File: config.mk
export PLATFORM = sky130hd
export DESIGN_NAME = annexb_nal_splitter_core
export DESIGN_NICKNAME = d
export VERILOG_FILES = /design/src/anbs_pkg.sv /design/src/annexb_nal_splitter_core.sv /design/src/anbs_front.sv /design/src/anbs_queue.sv /design/src/anbs_back.sv
export SDC_FILE = /design/constraint.sdc
export NUM_CORES = 1
export LEC_CHECK = 0
export BUFFER_PORTS_ARGS = -buffer_cell sky130_fd_sc_hd__buf_2
export CAP_MARGIN = 15
export CORE_MARGIN = 2
export CORE_UTILIZATION = 30
export DETAILED_ROUTE_END_ITERATION = 12
export SLEW_MARGIN = 5
export SYNTH_ARGS = -nofsm -noshare
export SYNTH_HDL_FRONTEND = slang
export SYNTH_HIERARCHICAL = 1
export SYNTH_SLANG_ARGS = --single-unit
File: constraint.sdc
create_clock -name clk -period 5.66 [get_ports clk]
set_input_delay 1.132 -clock clk [delete_from_list [all_inputs] [get_ports clk]]
set_output_delay 1.132 -clock clk [all_outputs]
set_load 0.05 [all_outputs]
File: src/anbs_pkg.sv
`timescale 1ns / 1ps
`default_nettype none
// ----------------------------------------------------------------------------
// anbs_pkg: shared types and constants of the Annex-B NAL splitter
// Field widths, register indexes, command codes between front and back,
// and the status group of the descriptor queue.
// ----------------------------------------------------------------------------
package anbs_pkg;

	localparam int OFFSET_BITS_DEF = 24;
	localparam int FIELD_BITS      = 24;
	localparam int TYPE_BITS       = 5;
	localparam int BYTE_BITS       = 8;
	localparam int OUT_TDATA_BITS  = 56;

	localparam int CFG_INDEX_BITS = 2;
	localparam int CFG_DATA_BITS  = 8;

	typedef enum logic [CFG_INDEX_BITS-1:0] {
		CFG_SHORTCUT_EN  = 2'd0,
		CFG_FINAL_FIRST  = 2'd1,
		CFG_FINAL_SECOND = 2'd2
	} cfg_index_t;

	localparam logic [BYTE_BITS-1:0] FINAL_FIRST_RST  = 8'h41;
	localparam logic [BYTE_BITS-1:0] FINAL_SECOND_RST = 8'h65;
	localparam logic [23:0]          START_CODE       = 24'h000001;
	localparam logic [BYTE_BITS-1:0] START_CODE_LAST  = 8'h01;

	typedef struct packed {
		logic                 shortcut_en;
		logic [BYTE_BITS-1:0] final_first;
		logic [BYTE_BITS-1:0] final_second;
	} cfg_t;

	typedef enum logic [1:0] {
		CMD_CLOSE      = 2'd0,
		CMD_CLOSE_TRIM = 2'd1,
		CMD_RUN_END    = 2'd2
	} cmd_kind_t;

	typedef struct packed {
		cmd_kind_t            kind;
		logic [TYPE_BITS-1:0] nal_type;
		logic                 buffer_end;
		logic                 overflow;
	} cmd_info_t;

	localparam int QUEUE_DEPTH = 4;
	localparam int QPTR_BITS   = 2;
	localparam int QCNT_BITS   = 3;

	typedef struct packed {
		logic                 full;
		logic                 empty;
		logic [QCNT_BITS-1:0] count;
	} queue_status_t;

endpackage
`default_nettype wire

File: src/annexb_nal_splitter_core.sv
`timescale 1ns / 1ps
`default_nettype none
// ----------------------------------------------------------------------------
// annexb_nal_splitter_core: H.264 Annex-B NAL unit splitter
// Splits a byte stream at 00 00 01 start codes and reports one descriptor
// per NAL unit.
// ----------------------------------------------------------------------------
// Input stream: one buffer byte per transfer in s_axis_tdata[7:0]; s_axis_tlast
// marks the last byte of a buffer. All scan state clears after that byte.
// Output stream: one descriptor per NAL unit. m_axis_tdata holds offset,
// length and type; m_axis_tlast is set when the unit closed on the buffer's
// last byte; m_axis_tuser flags a saturated byte position in the buffer.
// Configuration: cfg_wr_en with cfg_index and cfg_data writes one register
// (0 shortcut enable, 1 first final header, 2 second final header); write
// only while the block is idle.
// Throughput is one byte per cycle while the descriptor queue is not full. A
// descriptor passes from the byte that closes its unit into the four-entry
// descriptor queue and then into the output register.
// When the receiver stalls, descriptors collect in the queue; s_axis_tready
// drops only when the queue is full. Reset clears the scan state, empties
// the queue and loads the register defaults.
// ----------------------------------------------------------------------------
module annexb_nal_splitter_core #(
	parameter int OFFSET_BITS = anbs_pkg::OFFSET_BITS_DEF
) (
	input  wire                                    clk,
	input  wire                                    arst_n,
	input  wire                                    cfg_wr_en,
	input  wire  [anbs_pkg::CFG_INDEX_BITS-1:0]    cfg_index,
	input  wire  [anbs_pkg::CFG_DATA_BITS-1:0]     cfg_data,
	input  wire                                    s_axis_tvalid,
	output logic                                   s_axis_tready,
	input  wire  [anbs_pkg::BYTE_BITS-1:0]         s_axis_tdata,  // [7:0] data_byte
	input  wire                                    s_axis_tlast,
	output logic                                   m_axis_tvalid,
	input  wire                                    m_axis_tready,
	// [23:0] nal_offset, [47:24] nal_length, [52:48] nal_type, [55:53] zero
	output logic [anbs_pkg::OUT_TDATA_BITS-1:0]    m_axis_tdata,
	output logic                                   m_axis_tlast,
	output logic                                   m_axis_tuser   // [0] offset_overflow
);
	import anbs_pkg::*;

	cfg_t                   cfg_q;
	queue_status_t          q_status;
	logic                   push;
	logic [OFFSET_BITS-1:0] push_pos;
	logic [OFFSET_BITS-1:0] push_start;
	cmd_info_t              push_info;
	logic                   pop;
	logic [OFFSET_BITS-1:0] head_pos;
	logic [OFFSET_BITS-1:0] head_start;
	cmd_info_t              head_info;

	always_ff @(posedge clk or negedge arst_n) begin
		if (!arst_n) begin
			cfg_q.shortcut_en  <= 1'b0;
			cfg_q.final_first  <= FINAL_FIRST_RST;
			cfg_q.final_second <= FINAL_SECOND_RST;
		end else if (cfg_wr_en) begin
			case (cfg_index)
				CFG_SHORTCUT_EN:  cfg_q.shortcut_en  <= cfg_data[0];
				CFG_FINAL_FIRST:  cfg_q.final_first  <= cfg_data;
				CFG_FINAL_SECOND: cfg_q.final_second <= cfg_data;
				default: ;
			endcase
		end
	end

	anbs_front #(
		.OFFSET_BITS(OFFSET_BITS)
	) u_front (
		.clk       (clk),
		.arst_n    (arst_n),
		.cfg       (cfg_q),
		.in_valid  (s_axis_tvalid),
		.in_ready  (s_axis_tready),
		.in_byte   (s_axis_tdata),
		.in_last   (s_axis_tlast),
		.q_status  (q_status),
		.push      (push),
		.push_pos  (push_pos),
		.push_start(push_start),
		.push_info (push_info)
	);

	anbs_queue #(
		.OFFSET_BITS(OFFSET_BITS)
	) u_queue (
		.clk       (clk),
		.arst_n    (arst_n),
		.push      (push),
		.push_pos  (push_pos),
		.push_start(push_start),
		.push_info (push_info),
		.pop       (pop),
		.head_pos  (head_pos),
		.head_start(head_start),
		.head_info (head_info),
		.status    (q_status)
	);

	anbs_back #(
		.OFFSET_BITS(OFFSET_BITS)
	) u_back (
		.clk       (clk),
		.arst_n    (arst_n),
		.q_status  (q_status),
		.head_pos  (head_pos),
		.head_start(head_start),
		.head_info (head_info),
		.pop       (pop),
		.out_valid (m_axis_tvalid),
		.out_ready (m_axis_tready),
		.out_data  (m_axis_tdata),
		.out_last  (m_axis_tlast),
		.out_user  (m_axis_tuser)
	);

`ifndef SYNTH
	a_queue_bound: assert property (@(posedge clk) disable iff (!arst_n)
		q_status.count <= QCNT_BITS'(QUEUE_DEPTH))
		else $error("descriptor queue count out of range");

	a_full_stalls_input: assert property (@(posedge clk) disable iff (!arst_n)
		q_status.full |-> !s_axis_tready)
		else $error("input accepted while descriptor queue full");

	a_pop_fills_output: assert property (@(posedge clk) disable iff (!arst_n)
		pop |=> m_axis_tvalid)
		else $error("popped descriptor did not reach the output");

	a_push_lands: assert property (@(posedge clk) disable iff (!arst_n)
		push && !pop && !q_status.full |=> !q_status.empty)
		else $error("pushed descriptor lost");
`endif

endmodule
`default_nettype wire

File: src/anbs_front.sv
`timescale 1ns / 1ps
`default_nettype none
// ----------------------------------------------------------------------------
// anbs_front: byte scanner
// Tracks start codes, the open unit and the byte position per buffer, and
// pushes one command per finished unit into the descriptor queue.
// ----------------------------------------------------------------------------
module anbs_front #(
	parameter int OFFSET_BITS = anbs_pkg::OFFSET_BITS_DEF
) (
	input  wire                               clk,
	input  wire                               arst_n,
	input  anbs_pkg::cfg_t                    cfg,
	input  wire                               in_valid,
	output logic                              in_ready,
	input  wire  [anbs_pkg::BYTE_BITS-1:0]    in_byte,
	input  wire                               in_last,
	input  anbs_pkg::queue_status_t           q_status,
	output logic                              push,
	output logic [OFFSET_BITS-1:0]            push_pos,
	output logic [OFFSET_BITS-1:0]            push_start,
	output anbs_pkg::cmd_info_t               push_info
);
	import anbs_pkg::*;

	logic [23:0]            recent_q;
	logic [1:0]             hist_q;
	logic [OFFSET_BITS-1:0] pos_q;
	logic [OFFSET_BITS-1:0] start_q;
	logic                   inside_q;
	logic [TYPE_BITS-1:0]   kind_q;
	logic                   final_q;
	logic                   sat_q;

	logic                   take;
	logic                   at_top;
	logic                   sat_n;
	logic [OFFSET_BITS-1:0] span;
	logic                   close_hit;
	logic                   run_end;
	logic                   hdr_hit;
	logic                   is_final;

	assign in_ready  = !q_status.full;
	assign take      = in_valid && in_ready;
	assign at_top    = &pos_q;
	assign sat_n     = sat_q || at_top;
	assign span      = pos_q - start_q;
	assign close_hit = inside_q && !final_q && (span >= OFFSET_BITS'(3))
		&& (recent_q[15:0] == 16'h0000) && (in_byte == START_CODE_LAST);
	assign run_end   = inside_q && !close_hit && in_last;
	assign hdr_hit   = !inside_q && !final_q && (hist_q == 2'd3) && (recent_q == START_CODE);
	assign is_final  = cfg.shortcut_en
		&& ((in_byte == cfg.final_first) || (in_byte == cfg.final_second));

	always_comb begin
		push                 = take && (close_hit || run_end || (hdr_hit && in_last));
		push_pos             = pos_q;
		push_start           = hdr_hit ? pos_q : start_q;
		push_info.nal_type   = hdr_hit ? in_byte[TYPE_BITS-1:0] : kind_q;
		push_info.buffer_end = in_last;
		push_info.overflow   = sat_n;
		if (close_hit) begin
			push_info.kind = (recent_q[23:16] == 8'h00) ? CMD_CLOSE_TRIM : CMD_CLOSE;
		end else begin
			push_info.kind = CMD_RUN_END;
		end
	end

	always_ff @(posedge clk or negedge arst_n) begin
		if (!arst_n) begin
			recent_q <= '0;
			hist_q   <= '0;
			pos_q    <= '0;
			start_q  <= '0;
			inside_q <= 1'b0;
			kind_q   <= '0;
			final_q  <= 1'b0;
			sat_q    <= 1'b0;
		end else if (take) begin
			if (in_last) begin
				recent_q <= '0;
				hist_q   <= '0;
				pos_q    <= '0;
				start_q  <= '0;
				inside_q <= 1'b0;
				kind_q   <= '0;
				final_q  <= 1'b0;
				sat_q    <= 1'b0;
			end else begin
				recent_q <= {recent_q[15:0], in_byte};
				if (hist_q != 2'd3) begin
					hist_q <= hist_q + 2'd1;
				end
				if (!at_top) begin
					pos_q <= pos_q + OFFSET_BITS'(1);
				end
				sat_q <= sat_n;
				if (close_hit) begin
					inside_q <= 1'b0;
				end
				if (hdr_hit) begin
					start_q  <= pos_q;
					kind_q   <= in_byte[TYPE_BITS-1:0];
					inside_q <= 1'b1;
					final_q  <= is_final;
				end
			end
		end
	end

endmodule
`default_nettype wire

File: src/anbs_queue.sv
`timescale 1ns / 1ps
`default_nettype none
// ----------------------------------------------------------------------------
// anbs_queue: descriptor queue
// Short first-in first-out store of unit commands between scanner and
// descriptor builder.
// ----------------------------------------------------------------------------
module anbs_queue #(
	parameter int OFFSET_BITS = anbs_pkg::OFFSET_BITS_DEF
) (
	input  wire                       clk,
	input  wire                       arst_n,
	input  wire                       push,
	input  wire  [OFFSET_BITS-1:0]    push_pos,
	input  wire  [OFFSET_BITS-1:0]    push_start,
	input  anbs_pkg::cmd_info_t       push_info,
	input  wire                       pop,
	output logic [OFFSET_BITS-1:0]    head_pos,
	output logic [OFFSET_BITS-1:0]    head_start,
	output anbs_pkg::cmd_info_t       head_info,
	output anbs_pkg::queue_status_t   status
);
	import anbs_pkg::*;

	logic [OFFSET_BITS-1:0] pos_mem   [QUEUE_DEPTH];
	logic [OFFSET_BITS-1:0] start_mem [QUEUE_DEPTH];
	cmd_info_t              info_mem  [QUEUE_DEPTH];

	logic [QPTR_BITS-1:0] wr_ptr_q;
	logic [QPTR_BITS-1:0] rd_ptr_q;
	logic [QCNT_BITS-1:0] count_q;
	logic                 do_push;
	logic                 do_pop;

	assign status.full  = (count_q == QCNT_BITS'(QUEUE_DEPTH));
	assign status.empty = (count_q == '0);
	assign status.count = count_q;
	assign do_push      = push && !status.full;
	assign do_pop       = pop && !status.empty;

	assign head_pos   = pos_mem[rd_ptr_q];
	assign head_start = start_mem[rd_ptr_q];
	assign head_info  = info_mem[rd_ptr_q];

	always_ff @(posedge clk) begin
		if (do_push) begin
			pos_mem[wr_ptr_q]   <= push_pos;
			start_mem[wr_ptr_q] <= push_start;
			info_mem[wr_ptr_q]  <= push_info;
		end
	end

	always_ff @(posedge clk or negedge arst_n) begin
		if (!arst_n) begin
			wr_ptr_q <= '0;
			rd_ptr_q <= '0;
			count_q  <= '0;
		end else begin
			if (do_push) begin
				wr_ptr_q <= wr_ptr_q + QPTR_BITS'(1);
			end
			if (do_pop) begin
				rd_ptr_q <= rd_ptr_q + QPTR_BITS'(1);
			end
			if (do_push && !do_pop) begin
				count_q <= count_q + QCNT_BITS'(1);
			end else if (do_pop && !do_push) begin
				count_q <= count_q - QCNT_BITS'(1);
			end
		end
	end

endmodule
`default_nettype wire

File: src/anbs_back.sv
`timescale 1ns / 1ps
`default_nettype none
// ----------------------------------------------------------------------------
// anbs_back: descriptor builder
// Turns a queued command into offset, length and type, and holds the result
// in the output register until the receiver takes it.
// ----------------------------------------------------------------------------
module anbs_back #(
	parameter int OFFSET_BITS = anbs_pkg::OFFSET_BITS_DEF
) (
	input  wire                                  clk,
	input  wire                                  arst_n,
	input  anbs_pkg::queue_status_t              q_status,
	input  wire  [OFFSET_BITS-1:0]               head_pos,
	input  wire  [OFFSET_BITS-1:0]               head_start,
	input  anbs_pkg::cmd_info_t                  head_info,
	output logic                                 pop,
	output logic                                 out_valid,
	input  wire                                  out_ready,
	output logic [anbs_pkg::OUT_TDATA_BITS-1:0]  out_data,
	output logic                                 out_last,
	output logic                                 out_user
);
	import anbs_pkg::*;

	localparam int WIDE_BITS = (OFFSET_BITS > FIELD_BITS) ? OFFSET_BITS : FIELD_BITS;

	logic [OFFSET_BITS-1:0] span;
	logic [OFFSET_BITS-1:0] len;
	logic [WIDE_BITS-1:0]   len_w;
	logic [WIDE_BITS-1:0]   off_w;

	logic                      valid_q;
	logic [OUT_TDATA_BITS-1:0] data_q;
	logic                      last_q;
	logic                      user_q;

	assign span = head_pos - head_start;

	always_comb begin
		case (head_info.kind)
			CMD_CLOSE:      len = span - OFFSET_BITS'(2);
			CMD_CLOSE_TRIM: len = span - OFFSET_BITS'(3);
			CMD_RUN_END:    len = (&span) ? span : span + OFFSET_BITS'(1);
			default:        len = span + OFFSET_BITS'(1);
		endcase
	end

	assign len_w = WIDE_BITS'(len);
	assign off_w = WIDE_BITS'(head_start);
	assign pop   = !q_status.empty && (!valid_q || out_ready);

	always_ff @(posedge clk or negedge arst_n) begin
		if (!arst_n) begin
			valid_q <= 1'b0;
		end else if (pop) begin
			valid_q <= 1'b1;
		end else if (out_ready) begin
			valid_q <= 1'b0;
		end
	end

	always_ff @(posedge clk) begin
		if (pop) begin
			data_q <= {3'b000, head_info.nal_type,
				len_w[FIELD_BITS-1:0], off_w[FIELD_BITS-1:0]};
			last_q <= head_info.buffer_end;
			user_q <= head_info.overflow;
		end
	end

	assign out_valid = valid_q;
	assign out_data  = data_q;
	assign out_last  = last_q;
	assign out_user  = user_q;

endmodule
`default_nettype wire

Word level (Yosys, flattened, before mapping) --
Memory sizes are Yosys's and may differ from the RTL's. Index checks and enable logic that the tools add are counted.
Operators by class: $add $sub $neg 11, order comparisons 1, equality and inequality tests 12, multiplexer cells 25, reductions and logical operators 50
Operators with widths (number):
- 24-bit 2-to-1 mux | 6
- 24-bit one-hot mux with 3 select lines | 1
- 24-bit by 1-bit adder with 24-bit output, second input constant | 2
- 24-bit AND reduction | 2
- 24-bit by 2-bit subtractor with 24-bit output, second input constant | 2
- 24-bit subtractor | 2
- 24-bit by 1-bit equality test with 1-bit output, second input constant | 1
- 24-bit by 2-bit greater-or-equal comparator with 1-bit output, second input constant | 1
- 1-bit logical AND | 18
- 8-bit equality test | 2
- 16-bit logical NOT | 1
- 2-bit AND reduction | 7
- 1-bit 2-to-1 mux | 11
- 5-bit 2-to-1 mux | 2
- 8-bit by 1-bit equality test with 1-bit output, second input constant | 1
- 1-bit logical NOT | 8
- 8-bit logical NOT | 1
- 2-bit nonzero test | 4
- 2-bit by 1-bit adder with 2-bit output, second input constant | 3
- 2-bit equality test, second input constant | 3
- 2-bit 2-to-1 mux | 3
- 3-bit 2-to-1 mux | 2
- 1-bit logical OR | 5
- 2-bit by 1-bit equality test with 1-bit output, second input constant | 2
- 7 further kinds | 9
Word-level totals: register bits 162, memory bits (writable) 228, input bits 24, output and inout port bits 60, word-level logic and storage cells 120, memories 3
Memory list:
- u_queue.pos_mem | words 4, bits a word 24, read ports 1, clocked after Yosys merged registers in 0, wr ports 1, line anbs_queue.sv:25 | logic [OFFSET_BITS-1:0] pos_mem [QUEUE_DEPTH];
- u_queue.start_mem | words 4, bits a word 24, read ports 1, clocked after Yosys merged registers in 0, wr ports 1, line anbs_queue.sv:26 | logic [OFFSET_BITS-1:0] start_mem [QUEUE_DEPTH];
- u_queue.info_mem | words 4, bits a word 9, read ports 1, clocked after Yosys merged registers in 0, wr ports 1, line anbs_queue.sv:27 | cmd_info_t info_mem [QUEUE_DEPTH];

Longest topological paths before layout --
Gate-level depths: netlist (run 1).
depth in word-level cells 16, mapped depth 20, gate-level depth less buffers 19

Modules after synthesis --
Netlist (run 1), hierarchy kept.
By module, submodules not included:
- anbs_queue | instances 1, cells an instance 334, area an instance 8653.3 µm², sequential area each 7021.7 µm²
- anbs_front | instances 1, cells an instance 679, area an instance 5809.3 µm², sequential area each 2052.0 µm²
- anbs_back | instances 1, cells an instance 519, area an instance 4790.8 µm², sequential area each 1676.6 µm²
- annexb_nal_splitter_core | instances 1, cells an instance 37, area an instance 671.9 µm², sequential area each 432.9 µm²

Worst setup path after synthesis (run 1) --
Ideal clock, no wire load.
path type in2reg, start input m_axis_tready, end register u_queue.count_q[1], library setup time 0.125 ns, arrival time 5.311 ns, required time 5.535 ns, setup slack 0.225 ns, cell stages on the path 7, buffers on the path 0, cell sequence inv_1 -> a21oi_1 -> nand2_1 -> ha_1 -> inv_1 -> fa_1 -> mux2_2
On the way: cells in the longest elaborated chain, start to end 6, elaborated cells between the ends (all ways) 8, those cells by class 1 x mux; 7 x reduce/logical
RTL lines:
- from (decl) | line annexb_nal_splitter_core.sv:36 | input wire m_axis_tready,
- 1-bit logical OR (*) | line anbs_back.sv:51 | assign pop = !q_status.empty && (!valid_q || out_ready);
- 1-bit logical AND (*) | line anbs_back.sv:51
- net pop | line annexb_nal_splitter_core.sv:50 | logic pop;
- 1-bit logical AND (*) | line anbs_queue.sv:39 | assign do_pop = pop && !status.empty;
- 1-bit logical NOT | line anbs_queue.sv:65 | if (do_push && !do_pop) begin
- 1-bit logical AND | line anbs_queue.sv:65
- 3-bit 2-to-1 mux or 2-bit nonzero test (tied branches)
- to (signal assigned) | line anbs_queue.sv:66 | count_q <= count_q + QCNT_BITS'(1);
- to (signal assigned) | line anbs_queue.sv:68 | count_q <= count_q - QCNT_BITS'(1);
- to (decl) | line anbs_queue.sv:31 | logic [QCNT_BITS-1:0] count_q;
The timed path passes the listed nets; every way through them passes the cells marked *. A chain may end at the register's enable or synchronous reset.

Worst setup path in the final report (run 1) --
start register u_queue.rd_ptr_q[0], end register u_back.data_q[45], in the netlist u_back/out_data[45], data pin
On the way: cells in the longest elaborated chain, start to end 5, elaborated cells between the ends (all ways) 13, those cells by class 4 x add/sub; 2 x eq/ne; 2 x mux; 2 x reduce/logical; 3 x memory
RTL lines:
- from (decl) | line anbs_queue.sv:30 | logic [QPTR_BITS-1:0] rd_ptr_q;
- from (signal assigned) | line anbs_queue.sv:63 | rd_ptr_q <= rd_ptr_q + QPTR_BITS'(1);
- memory 4 x 24 bit (*)
- net head_pos[11] | line annexb_nal_splitter_core.sv:51 | logic [OFFSET_BITS-1:0] head_pos;
- 24-bit subtractor (*) | line anbs_back.sv:38 | assign span = head_pos - head_start;
- 24-bit by 1-bit adder with 24-bit output or 24-bit AND reduction (tied branches) | line anbs_back.sv:44, anbs_back.sv:45
- 24-bit 2-to-1 mux | line anbs_back.sv:44 | CMD_RUN_END: len = (&span) ? span : span + OFFSET_BITS'(1);
- 24-bit one-hot mux with 3 select lines (*) | line anbs_back.sv:41 | case (head_info.kind)
- net u_back.len[21] | line anbs_back.sv:29 | logic [OFFSET_BITS-1:0] len;
- to (signal assigned) | line anbs_back.sv:65 | data_q <= {3'b000, head_info.nal_type,
- to (decl) | line anbs_back.sv:34 | logic [OUT_TDATA_BITS-1:0] data_q;
Marked as above.

==> metrics.md, run 1 <==
| Metric | Value |
|---|---|
| Worst R2R End | `u_back/out_data[45]$_DFFE_PP_` |
| HPWL after DPL | `approximately 33,000 um` |
| Final wirelength | `~48,000 um` |
| Commonest non-fill, non-tap cell in the layout | `edfxtp_1` |
| Crit path cell chain | `buf_4 > mux4_2 > ha_1 > a21oi_1 > o211ai_1 > a22o_1 > nor4_1 > nor3_2 > xor2_1 > nand3b_1 > or4_4 > nand2_1 > a2bb2oi_1` |
| Tot Pwr | `about 0.012 W` |
| Fin. max-slew vios | `0` |
| Num CTS Buffers | `42` |
| Setup violations, final | `0` |
| Worst Tran Pin Value | `1.001 ns` |
| # placed instances | `2,467` |
| Vias in the first global route | `13,290` |
| Final Hold Viols | `0` |
| Longest Clk Path Bufs | `3` |
| Boundary pin count | `84` |
| Max_slew headroom | `32.59%` |
| Status | `complete, no violations` |
| Period utilization | `93.47%` |
| Die Width | `261.7 um` |
| Crit Path Class | `register to register` |
| Sw Ratio | `40.51%` |
| Ys async rst share | `27.44%` |
| Core area | `0.06575 sq mm` |
| Clock power share | `22.9%` |
| Htree depth | `2` |
| Total vias in the final route | `13,050` |
| Layout area overhead | `14.03%` |
| Nets | `1,732` |
| First-pass GRT wire length | `75,740 um` |
| Initial Util | `30.31%` |
| Wire length per cell | `18.74 um` |
| Area of the die | `about 0.07 sq mm` |
| Starting DRC count in detailed routing | `1,115` |
| Tmin final | `about 5.3 ns` |
| Setup slack, reg-to-reg | `between 0.3 and 0.4 ns` |
| Switch Pwr | `0.004959 W` |
| CP Capture Type | `register` |
| PortBufs | `80` |
| Height of the die | `261.7 um` |
| PD cells | `around 540 mW/mm^2` |
| F_max | `189.0 MHz` |
| Arrival time at the worst endpoint | `5.69 ns` |
| Crit-path max cell delay | `0.67 ns` |
| Initial antenna violation count | `0` |
| RR Startpoint | `u_queue/rd_ptr_q[0]$_DFFE_PN0P_` |
| Worst vdd ir | `0.2324 mV` |
| Leakage | `a little under 9 nW` |
| Synth Flop Type | `edfxtp_1` |
| Antenna-violating nets left | `0` |
| Sequential share of the synthesized area | `roughly 56%` |
| Total global routing overflow | `0` |
| Vias per std cell | `~5.1` |
| Cell at the root of the clock tree | `clkbuf_16` |
| Largest net degree at the start of global routing | `66` |
| Synth warn | `6` |
| Critical Path Source Type | `register` |
| Number of synthesized flops with an enable pin | `roughly 280` |
| Post-Layout Cell Count | `2,546` |
| Worst-case reg-to-reg path depth | `13` |
| Commonest non-fill, non-tap cells in the layout | `edfxtp_1 (283), nand2_1 (139), dfrtp_1 (99), nor2_1 (90), buf_2 (80)` |
| Clk Latency, worst-skew pair | `0.58 ns` |
| Post-Syn Instances | `1,569` |
| Slowest stage cell, crit path | `or4_4` |
| Clk sinks | `390` |
| Hold crit path type | `primary input to asynchronous set/reset pin` |
| Total GRT Usage | `between 10% and 20%` |
| DRC | `0` |
| Row cnt | `94` |
| Layout cells sized above 1 | `18.87%` |
| Int Pwr | `around 0.0073 W` |
| Seq cells post-synth | `around 400` |
| CTS tree | `yes` |
| Post-Syn Area | `between 0.015 and 0.02 sq mm` |
| Clk slew on worst S/H paths | `0.06 ns` |
| DRT Pass-1 Iters | `5` |
| RSZ-0062 raised after global routing | `no` |
| Setup TNS | `0 ns` |
| RePlAce Congestion | `approximately 0.88` |
| CP required | `6.06 ns` |
| Max-cap viol count | `0` |
| Final Skew | `0.02722 ns` |
| Hold_ws | `0.3801 ns` |
| Mean area per synthesized cell | `12.70 sq um` |
| Setup crit start | `u_queue/rd_ptr_q[0]$_DFFE_PN0P_` |
| Sequential share of power | `30.5%` |
| Maximum fanout along the worst path | `15` |
| FILL cells | `6,359` |
| Combinational share of power | `46.6%` |
| Netlist cell types | `107` |
[critical path: cells and delay by family (launching register included)]
family                     cells  cell delay [ns]
AOI/OAI and AO/OA              4             1.33
xor gates and xnor gates       1             0.32
adders and majority gates      1             0.43
buffers and inverters          1             0.32
DFF                            1             0.61
muxes                          1             0.54
and+or+nand+nor                5             1.54
[per-layer routing]
layer,routed length (um),part of all wire [%],GRT usage [%],vias up
met5,0,0,0,-
met4,1238,2.6,4.593,0
met3,2495,5.2,2.074,77
met2,22820,48,23.51,342
met1,21150,44,18.96,6538
li1,-,-,-,6097
[kinds of logic after synthesis]
logic type | synth area share, %
simple gates | 12.24
flops | 56.13
compound gates | 11.26
buf+inv | 3.730
xor+xnor | 4.220
mux | 8.527
fa+ha+maj | 3.881
other cells | 0.01882
[worst max-delay path by stage]
stage               cells after the start  slack, ns                        endpoint
finish                                 13       0.37   u_back/out_data[45]$_DFFE_PP_
global route                           15       0.02   u_back/out_data[35]$_DFFE_PP_
CTS                                    13       0.24   u_back/out_data[45]$_DFFE_PP_
detailed placement                     13       0.26   u_back/out_data[35]$_DFFE_PP_
global placement                       13       0.30   u_back/out_data[25]$_DFFE_PP_
floorplan                               7       0.22  u_queue/count_q[1]$_DFFE_PN0P_
[state kept, by name, summed over array words and instances (netlist names)]
signal             flops
u_front/recent_q      24
u_front/final_q        1
u_queue/rd_ptr_q       2
u_queue/count_q        3
u_front/sat_q          1
u_back/out_data       53
u_queue/wr_ptr_q       2
u_queue/pos_mem       96
u_queue/start_mem     96
u_front/inside_q       1
u_front/start_q       24
u_front/kind_q         5
u_queue/info_mem      36
cfg_q                 17
u_front/push_pos      24
u_front/hist_q         2
u_back/out_last        1
u_back/out_valid       1
u_back/out_user        1
[through the flow]
stage                     worst slack [ns]  area (sq um)  util, %
final                               0.3696         22720    34.56
after global routing               0.01524         22720    34.55
after CTS                           0.2385         22700    34.52
after detailed placement            0.2598         21280    32.36
after global placement              0.3034         21280    32.36
after floorplan                     0.2247         19930        -
[Yosys cell counts (all sizes together), types with 7 or more instances]
master | count | area, sq um
and4 | 7 | 61.31
dfrtp | 101 | 2527
nor3 | 25 | 130.1
xnor2 | 63 | 551.8
nand4 | 20 | 125.1
a21oi | 58 | 309.0
mux2i | 10 | 100.1
nand2 | 141 | 536.8
and3 | 17 | 107.6
xor2 | 33 | 289.0
inv | 73 | 274.0
or3 | 8 | 50.05
nor2 | 92 | 347.8
nand3 | 43 | 220.2
mux2 | 28 | 315.3
o21ai | 76 | 391.6
edfxtp | 283 | 8498
o211a | 8 | 80.08
o211ai | 11 | 101.3
nor3b | 9 | 72.57
mux4 | 57 | 1284
nand3b | 30 | 250.2
a21o | 17 | 127.6
ha | 57 | 713.2
nor2b | 14 | 87.58
o22ai | 8 | 56.30
a22o | 30 | 262.8
nor4 | 16 | 130.1
clkbuf | 33 | 128.9
a211oi | 12 | 112.6
o21a | 13 | 97.59
buf | 42 | 317.8
a31oi | 18 | 127.6
and2 | 14 | 87.59
a32oi | 7 | 61.31
[area by class of cell]
type / count / area, sq um / area share (%)
flip-flops and latches: 390 / 11190 / 49.24
multi-input cells: 1030 / 8048 / 35.42
clock buffers: 51 / 1106 / 4.868
well taps: 864 / 1081 / 4.758
repair buffers: 110 / 704.4 / 3.100
clock inverters: 25 / 311.5 / 1.371
inverters: 74 / 277.8 / 1.222
diodes: 2 / 5.005 / 0.02203
[power groups by stage]
| stage | clock network [W] | registers [W] | logic [W] |
|---|---|---|---|
| after detailed placement | 0 | 0.00381 | 0.00566 |
| after global placement | 0 | 0.00379 | 0.00561 |
| final | 0.00281 | 0.00374 | 0.00570 |
| after floorplan | 0 | 0.00429 | 0.00379 |
| after global routing | 0.00300 | 0.00378 | 0.00625 |
| after CTS | 0.00288 | 0.00375 | 0.00569 |
[timing repair]
item / in CTS / in global routing
setup buffers: 0 / 0
hold buffers: 0 / 0
gates resized for setup: 0 / 3
setup endpoints to repair: 0 / 6
No activity file was read; power rests on OpenSTA's default activity.
==> run 2: changes to the inputs <==
SYNTH_HIERARCHICAL = not set   (was 1)
==> run 2 against run 1 <==
  * Critical path depth unchanged
  * Clock-buffer cell count up 1
  * Maximum frequency up 1.6%
  * Synthesized cell count up 3.2%
  * Global-route usage up 0.32 points
  * First-iteration DRC count down 8.2%
  * Critical path type unchanged
  * Largest cell class unchanged
==> metrics.md, run 2 <==
| Metric | Value |
|---|---|
| Initial Util | `30.19% (-0.11 points)` |
| Hold Path End | `u_front.recent_q[20]$_DFFE_PN0P_` |
| Wire length per cell | `19.17 um (+2.3%)` |
| Area after DPL | `0.02134 sq mm (+0.31%)` |
| Starting DRC count in detailed routing | `1,024 (-8.2%)` |
| Total global routing overflow | `0 (unchanged)` |
| DRT Pass-1 Iters | `5 (unchanged)` |
| Netlist cell types | `93 (-13%)` |
| Max-cap viol count | `0 (unchanged)` |
| Synth Flop Type | `edfxtp_1` |
| Count leader, synth | `edfxtp_1` |
| Hold Startpoint | `u_front.recent_q[20]$_DFFE_PN0P_` |
| Commonest non-fill, non-tap cell in the layout | `edfxtp_1` |
| Number of synthesized flops with an enable pin | `283 (unchanged)` |
| Worst R2R End | `u_back.out_data[47]$_DFFE_PP_` |
| Post-CTS Setup Bufs | `0 (unchanged)` |
| Leakage | `8.727 nW (+0.32%)` |
| Maximum fanout along the worst path | `18 (+3)` |
| Layout cells sized above 1 | `17.69% (-1.2 points)` |
| Setup slack, reg-to-reg | `0.45 ns (+0.08 ns)` |
| Crit Path Class | `register to register` |
| Worst Tran Pin Value | `1.101 ns (+0.1005 ns)` |
| Bufs and invs on worst path | `1 (unchanged)` |
| Worst-case reg-to-reg path depth | `13 (unchanged)` |
| Commonest non-fill, non-tap cells in the layout | `edfxtp_1 (283), nand2_1 (182), dfrtp_1 (99), o21ai_0 (96), nor2_1 (96)` |
| Final wirelength | `49,820 um (+4.4%)` |
| RePlAce Congestion | `0.9254 (+5.3%)` |
| Largest net degree at the start of global routing | `63 (-4.5%)` |
| Design Area, Final | `0.02277 sq mm (+0.19%)` |
| Total GRT Usage | `14.45% (+0.32 points)` |
| Crit-path max cell delay | `0.65 ns (-0.02 ns)` |
| Area of the die | `0.06800 sq mm (-0.72%)` |
| Seq cells post-synth | `390 (unchanged)` |
| Nets | `1,786 (+3.1%)` |
| Num CTS Buffers | `41 (-2.4%)` |
| Multi-input logic area | `0.008071 sq mm (+0.30%)` |
| DRC | `0 (unchanged)` |
| Htree depth | `2 (unchanged)` |
| Row cnt | `94 (unchanged)` |
| PD cells | `596.1 mW/mm^2 (+11%)` |
| Ys async rst share | `27.44% (unchanged)` |
| Synth warn | `0 (-6)` |
| Tmin final | `5.209 ns (-0.08095 ns)` |
| Final Skew | `0.02479 ns (-0.002437 ns)` |
| Hold depth | `2` |
| ANT cells | `0 (-2)` |
| Height of the die | `260.8 um (-0.36%)` |
| Boundary pin count | `84 (unchanged)` |
| Leading area contributor after synthesis | `edfxtp_1` |
| Initial antenna violation count | `2 (+2)` |
| CTS-repair resized insts | `0 (unchanged)` |
| Final Hold Viols | `0 (unchanged)` |
| RR Startpoint | `u_queue.rd_ptr_q[0]$_DFFE_PN0P_` |
| RSZ-0062 raised after global routing | `no` |
| Clk Latency, worst-skew pair | `0.58 ns (about the same)` |
| Layout area overhead | `15.10%` |
| Fin. max-slew vios | `0 (unchanged)` |
| Cell at the root of the clock tree | `clkbuf_16` |
| Register Area | `0.01119 sq mm (unchanged)` |
| Die Width | `260.8 um (-0.36%)` |
| Final WS setup | `0.4506 ns (+0.08095 ns)` |
| FILL cells | `6,360 (+0.016%)` |
| Max_slew headroom | `26.59% (-6.0 points)` |
| Synth top cells by count | `edfxtp_1 (283), nand2_1 (182), dfrtp_1 (101)` |
| Core area | `0.06551 sq mm (-0.36%)` |
| Critical Path Source Type | `register` |
| Delay-heaviest family, CP | `compound AO/OA/AOI/OAI gates` |
| Placement Setup Slack | `0.5068 ns (+0.2470 ns)` |
| Yosys top cell area share | `42.97% (+0.32 points)` |
| CP required | `5.96 ns (-0.10 ns)` |
| Crit path cell chain | `buf_4 > mux4_2 > fa_1 > a211oi_2 > o21ai_4 > o21ai_0 > a311oi_2 > or4_4 > nor2_1 > nand3_2 > nor4_1 > xor2_1 > a22oi_1` |
| Hold crit path type | `register to register` |
| Vias in the first global route | `13,270 (-0.20%)` |
| Status | `complete, no violations` |
| Longest Clk Path Bufs | `3 (unchanged)` |
| Main area contributors after synthesis | `edfxtp_1 (43%), dfrtp_1 (13%), mux4_2 (6.3%)` |
| Period utilization | `92.04% (-1.4 points)` |
| Hold Buf Count CTS | `0 (unchanged)` |
| Clk slew on worst S/H paths | `0.07 ns (about the same)` |
| F_max | `192.0 MHz (+1.6%)` |
| HPWL after DPL | `34,710 um (+5.3%)` |
| Worst vdd ir | `0.2706 mV (+16%)` |
| Post-Syn Area | `0.01978 sq mm (-0.73%)` |
| CP Capture Type | `register` |
| Sequential share of the synthesized area | `56.54% (+0.42 points)` |
| First-pass GRT wire length | `77,100 um (+1.8%)` |
| Tot Pwr | `0.01357 W (+11%)` |
| Setup violations, final | `0 (unchanged)` |
| PortBufs | `80 (unchanged)` |
| Total vias in the final route | `13,480 (+3.3%)` |
| CTS tree | `yes` |
| Vias per std cell | `5.187 (+1.2%)` |
| Arrival time at the worst endpoint | `5.51 ns (-0.18 ns)` |
| Post-Syn Instances | `1,619 (+3.2%)` |
| Antenna-violating nets left | `0 (unchanged)` |
| Clk sinks | `390 (unchanged)` |
| Slowest stage cell, crit path | `dfrtp_4` |
| Mean area per synthesized cell | `12.22 sq um (-3.8%)` |
| Setup TNS | `0 ns (unchanged)` |
## run 2: changes by cell type after synthesis, moves of 10 or more
| cell | delta |
|---|---|
| nand3_1 | -13 |
| a21oi_1 | +11 |
| clkbuf_1 | +20 |
| nand2_1 | +42 |
| a22o_1 | -23 |
| o21ai_0 | +26 |
| buf_1 | +10 |
| buf_4 | -13 |
## run 2: per-layer routing
| metal | global-route usage [%] | wire length (um) | part of all wire, % | up-vias |
|---|---|---|---|---|
| li1 | - | - | - | 6294 |
| met1 | 19.45 | 22590 | 45 | 6790 |
| met2 | 24.29 | 24150 | 48 | 315 |
| met3 | 1.943 | 1963 | 3.9 | 79 |
| met4 | 4.222 | 1106 | 2.2 | 2 |
| met5 | 0 | 13 | 0.026 | - |
## run 2: worst max path at each step
stage	start	depth (start not counted)	slack (ns)	endpoint
after floorplan	u_queue.rd_ptr_q[0]$_DFFE_PN0P_	18	0.10	u_back.out_data[47]$_DFFE_PP_
after global placement	u_queue.rd_ptr_q[0]$_DFFE_PN0P_	15	0.49	u_back.out_data[47]$_DFFE_PP_
after detailed placement	u_queue.rd_ptr_q[0]$_DFFE_PN0P_	14	0.51	u_back.out_data[29]$_DFFE_PP_
after CTS	u_queue.rd_ptr_q[0]$_DFFE_PN0P_	14	0.44	u_back.out_data[29]$_DFFE_PP_
after global routing	u_queue.rd_ptr_q[0]$_DFFE_PN0P_	14	0.006	u_back.out_data[45]$_DFFE_PP_
final	u_queue.rd_ptr_q[0]$_DFFE_PN0P_	13	0.45	u_back.out_data[47]$_DFFE_PP_
## run 2: where the power goes
group	switching [W]	internal, W
combinational	0.00455	0.00240
sequential	0.000230	0.00357
clock	0.00117	0.00164
total	0.00596	0.00761
## run 2: cell families (layout without fill, tap and decap cells)
logic type / Yosys count / count (layout) / synth area share [%]
other: 1 / 3 / 0.01896
AO/OA/AOI/OAI: 340 / 340 / 11.64
multiplexers: 91 / 91 / 8.262
XOR/XNOR: 89 / 89 / 3.979
flip-flops: 390 / 390 / 56.54
AND/OR/NAND/NOR: 505 / 505 / 12.82
buffers and inverters: 143 / 257 / 2.834
adder cells (fa/ha/maj): 60 / 60 / 3.909
## run 2: stage by stage
| stage | hold slack [ns] | util [%] | instances |
|---|---|---|---|
| finish | 0.4683 | 34.75 | 2599 |
| CTS | 0.4717 | 34.75 | 2599 |
| global placement | 0.4515 | 32.58 | 2523 |
| detailed placement | 0.4571 | 32.58 | 2523 |
| floorplan | 0.4386 | - | 1621 |
| global route | 0.5104 | 34.75 | 2599 |
## run 2: tightest hold or removal path, delay by kind of cell (launching register included)
family,cells,cell delay [ns]
flops,1,0.34
simple gates,2,0.10
## run 2: cell type report
type	instances	share of cell area (%)
multi-input combinational	1088	35.45
inverter	69	1.138
sequential	390	49.15
clock buffer	52	4.869
timing repair buffer	112	3.265
clock inverter	24	1.379
tap	864	4.749
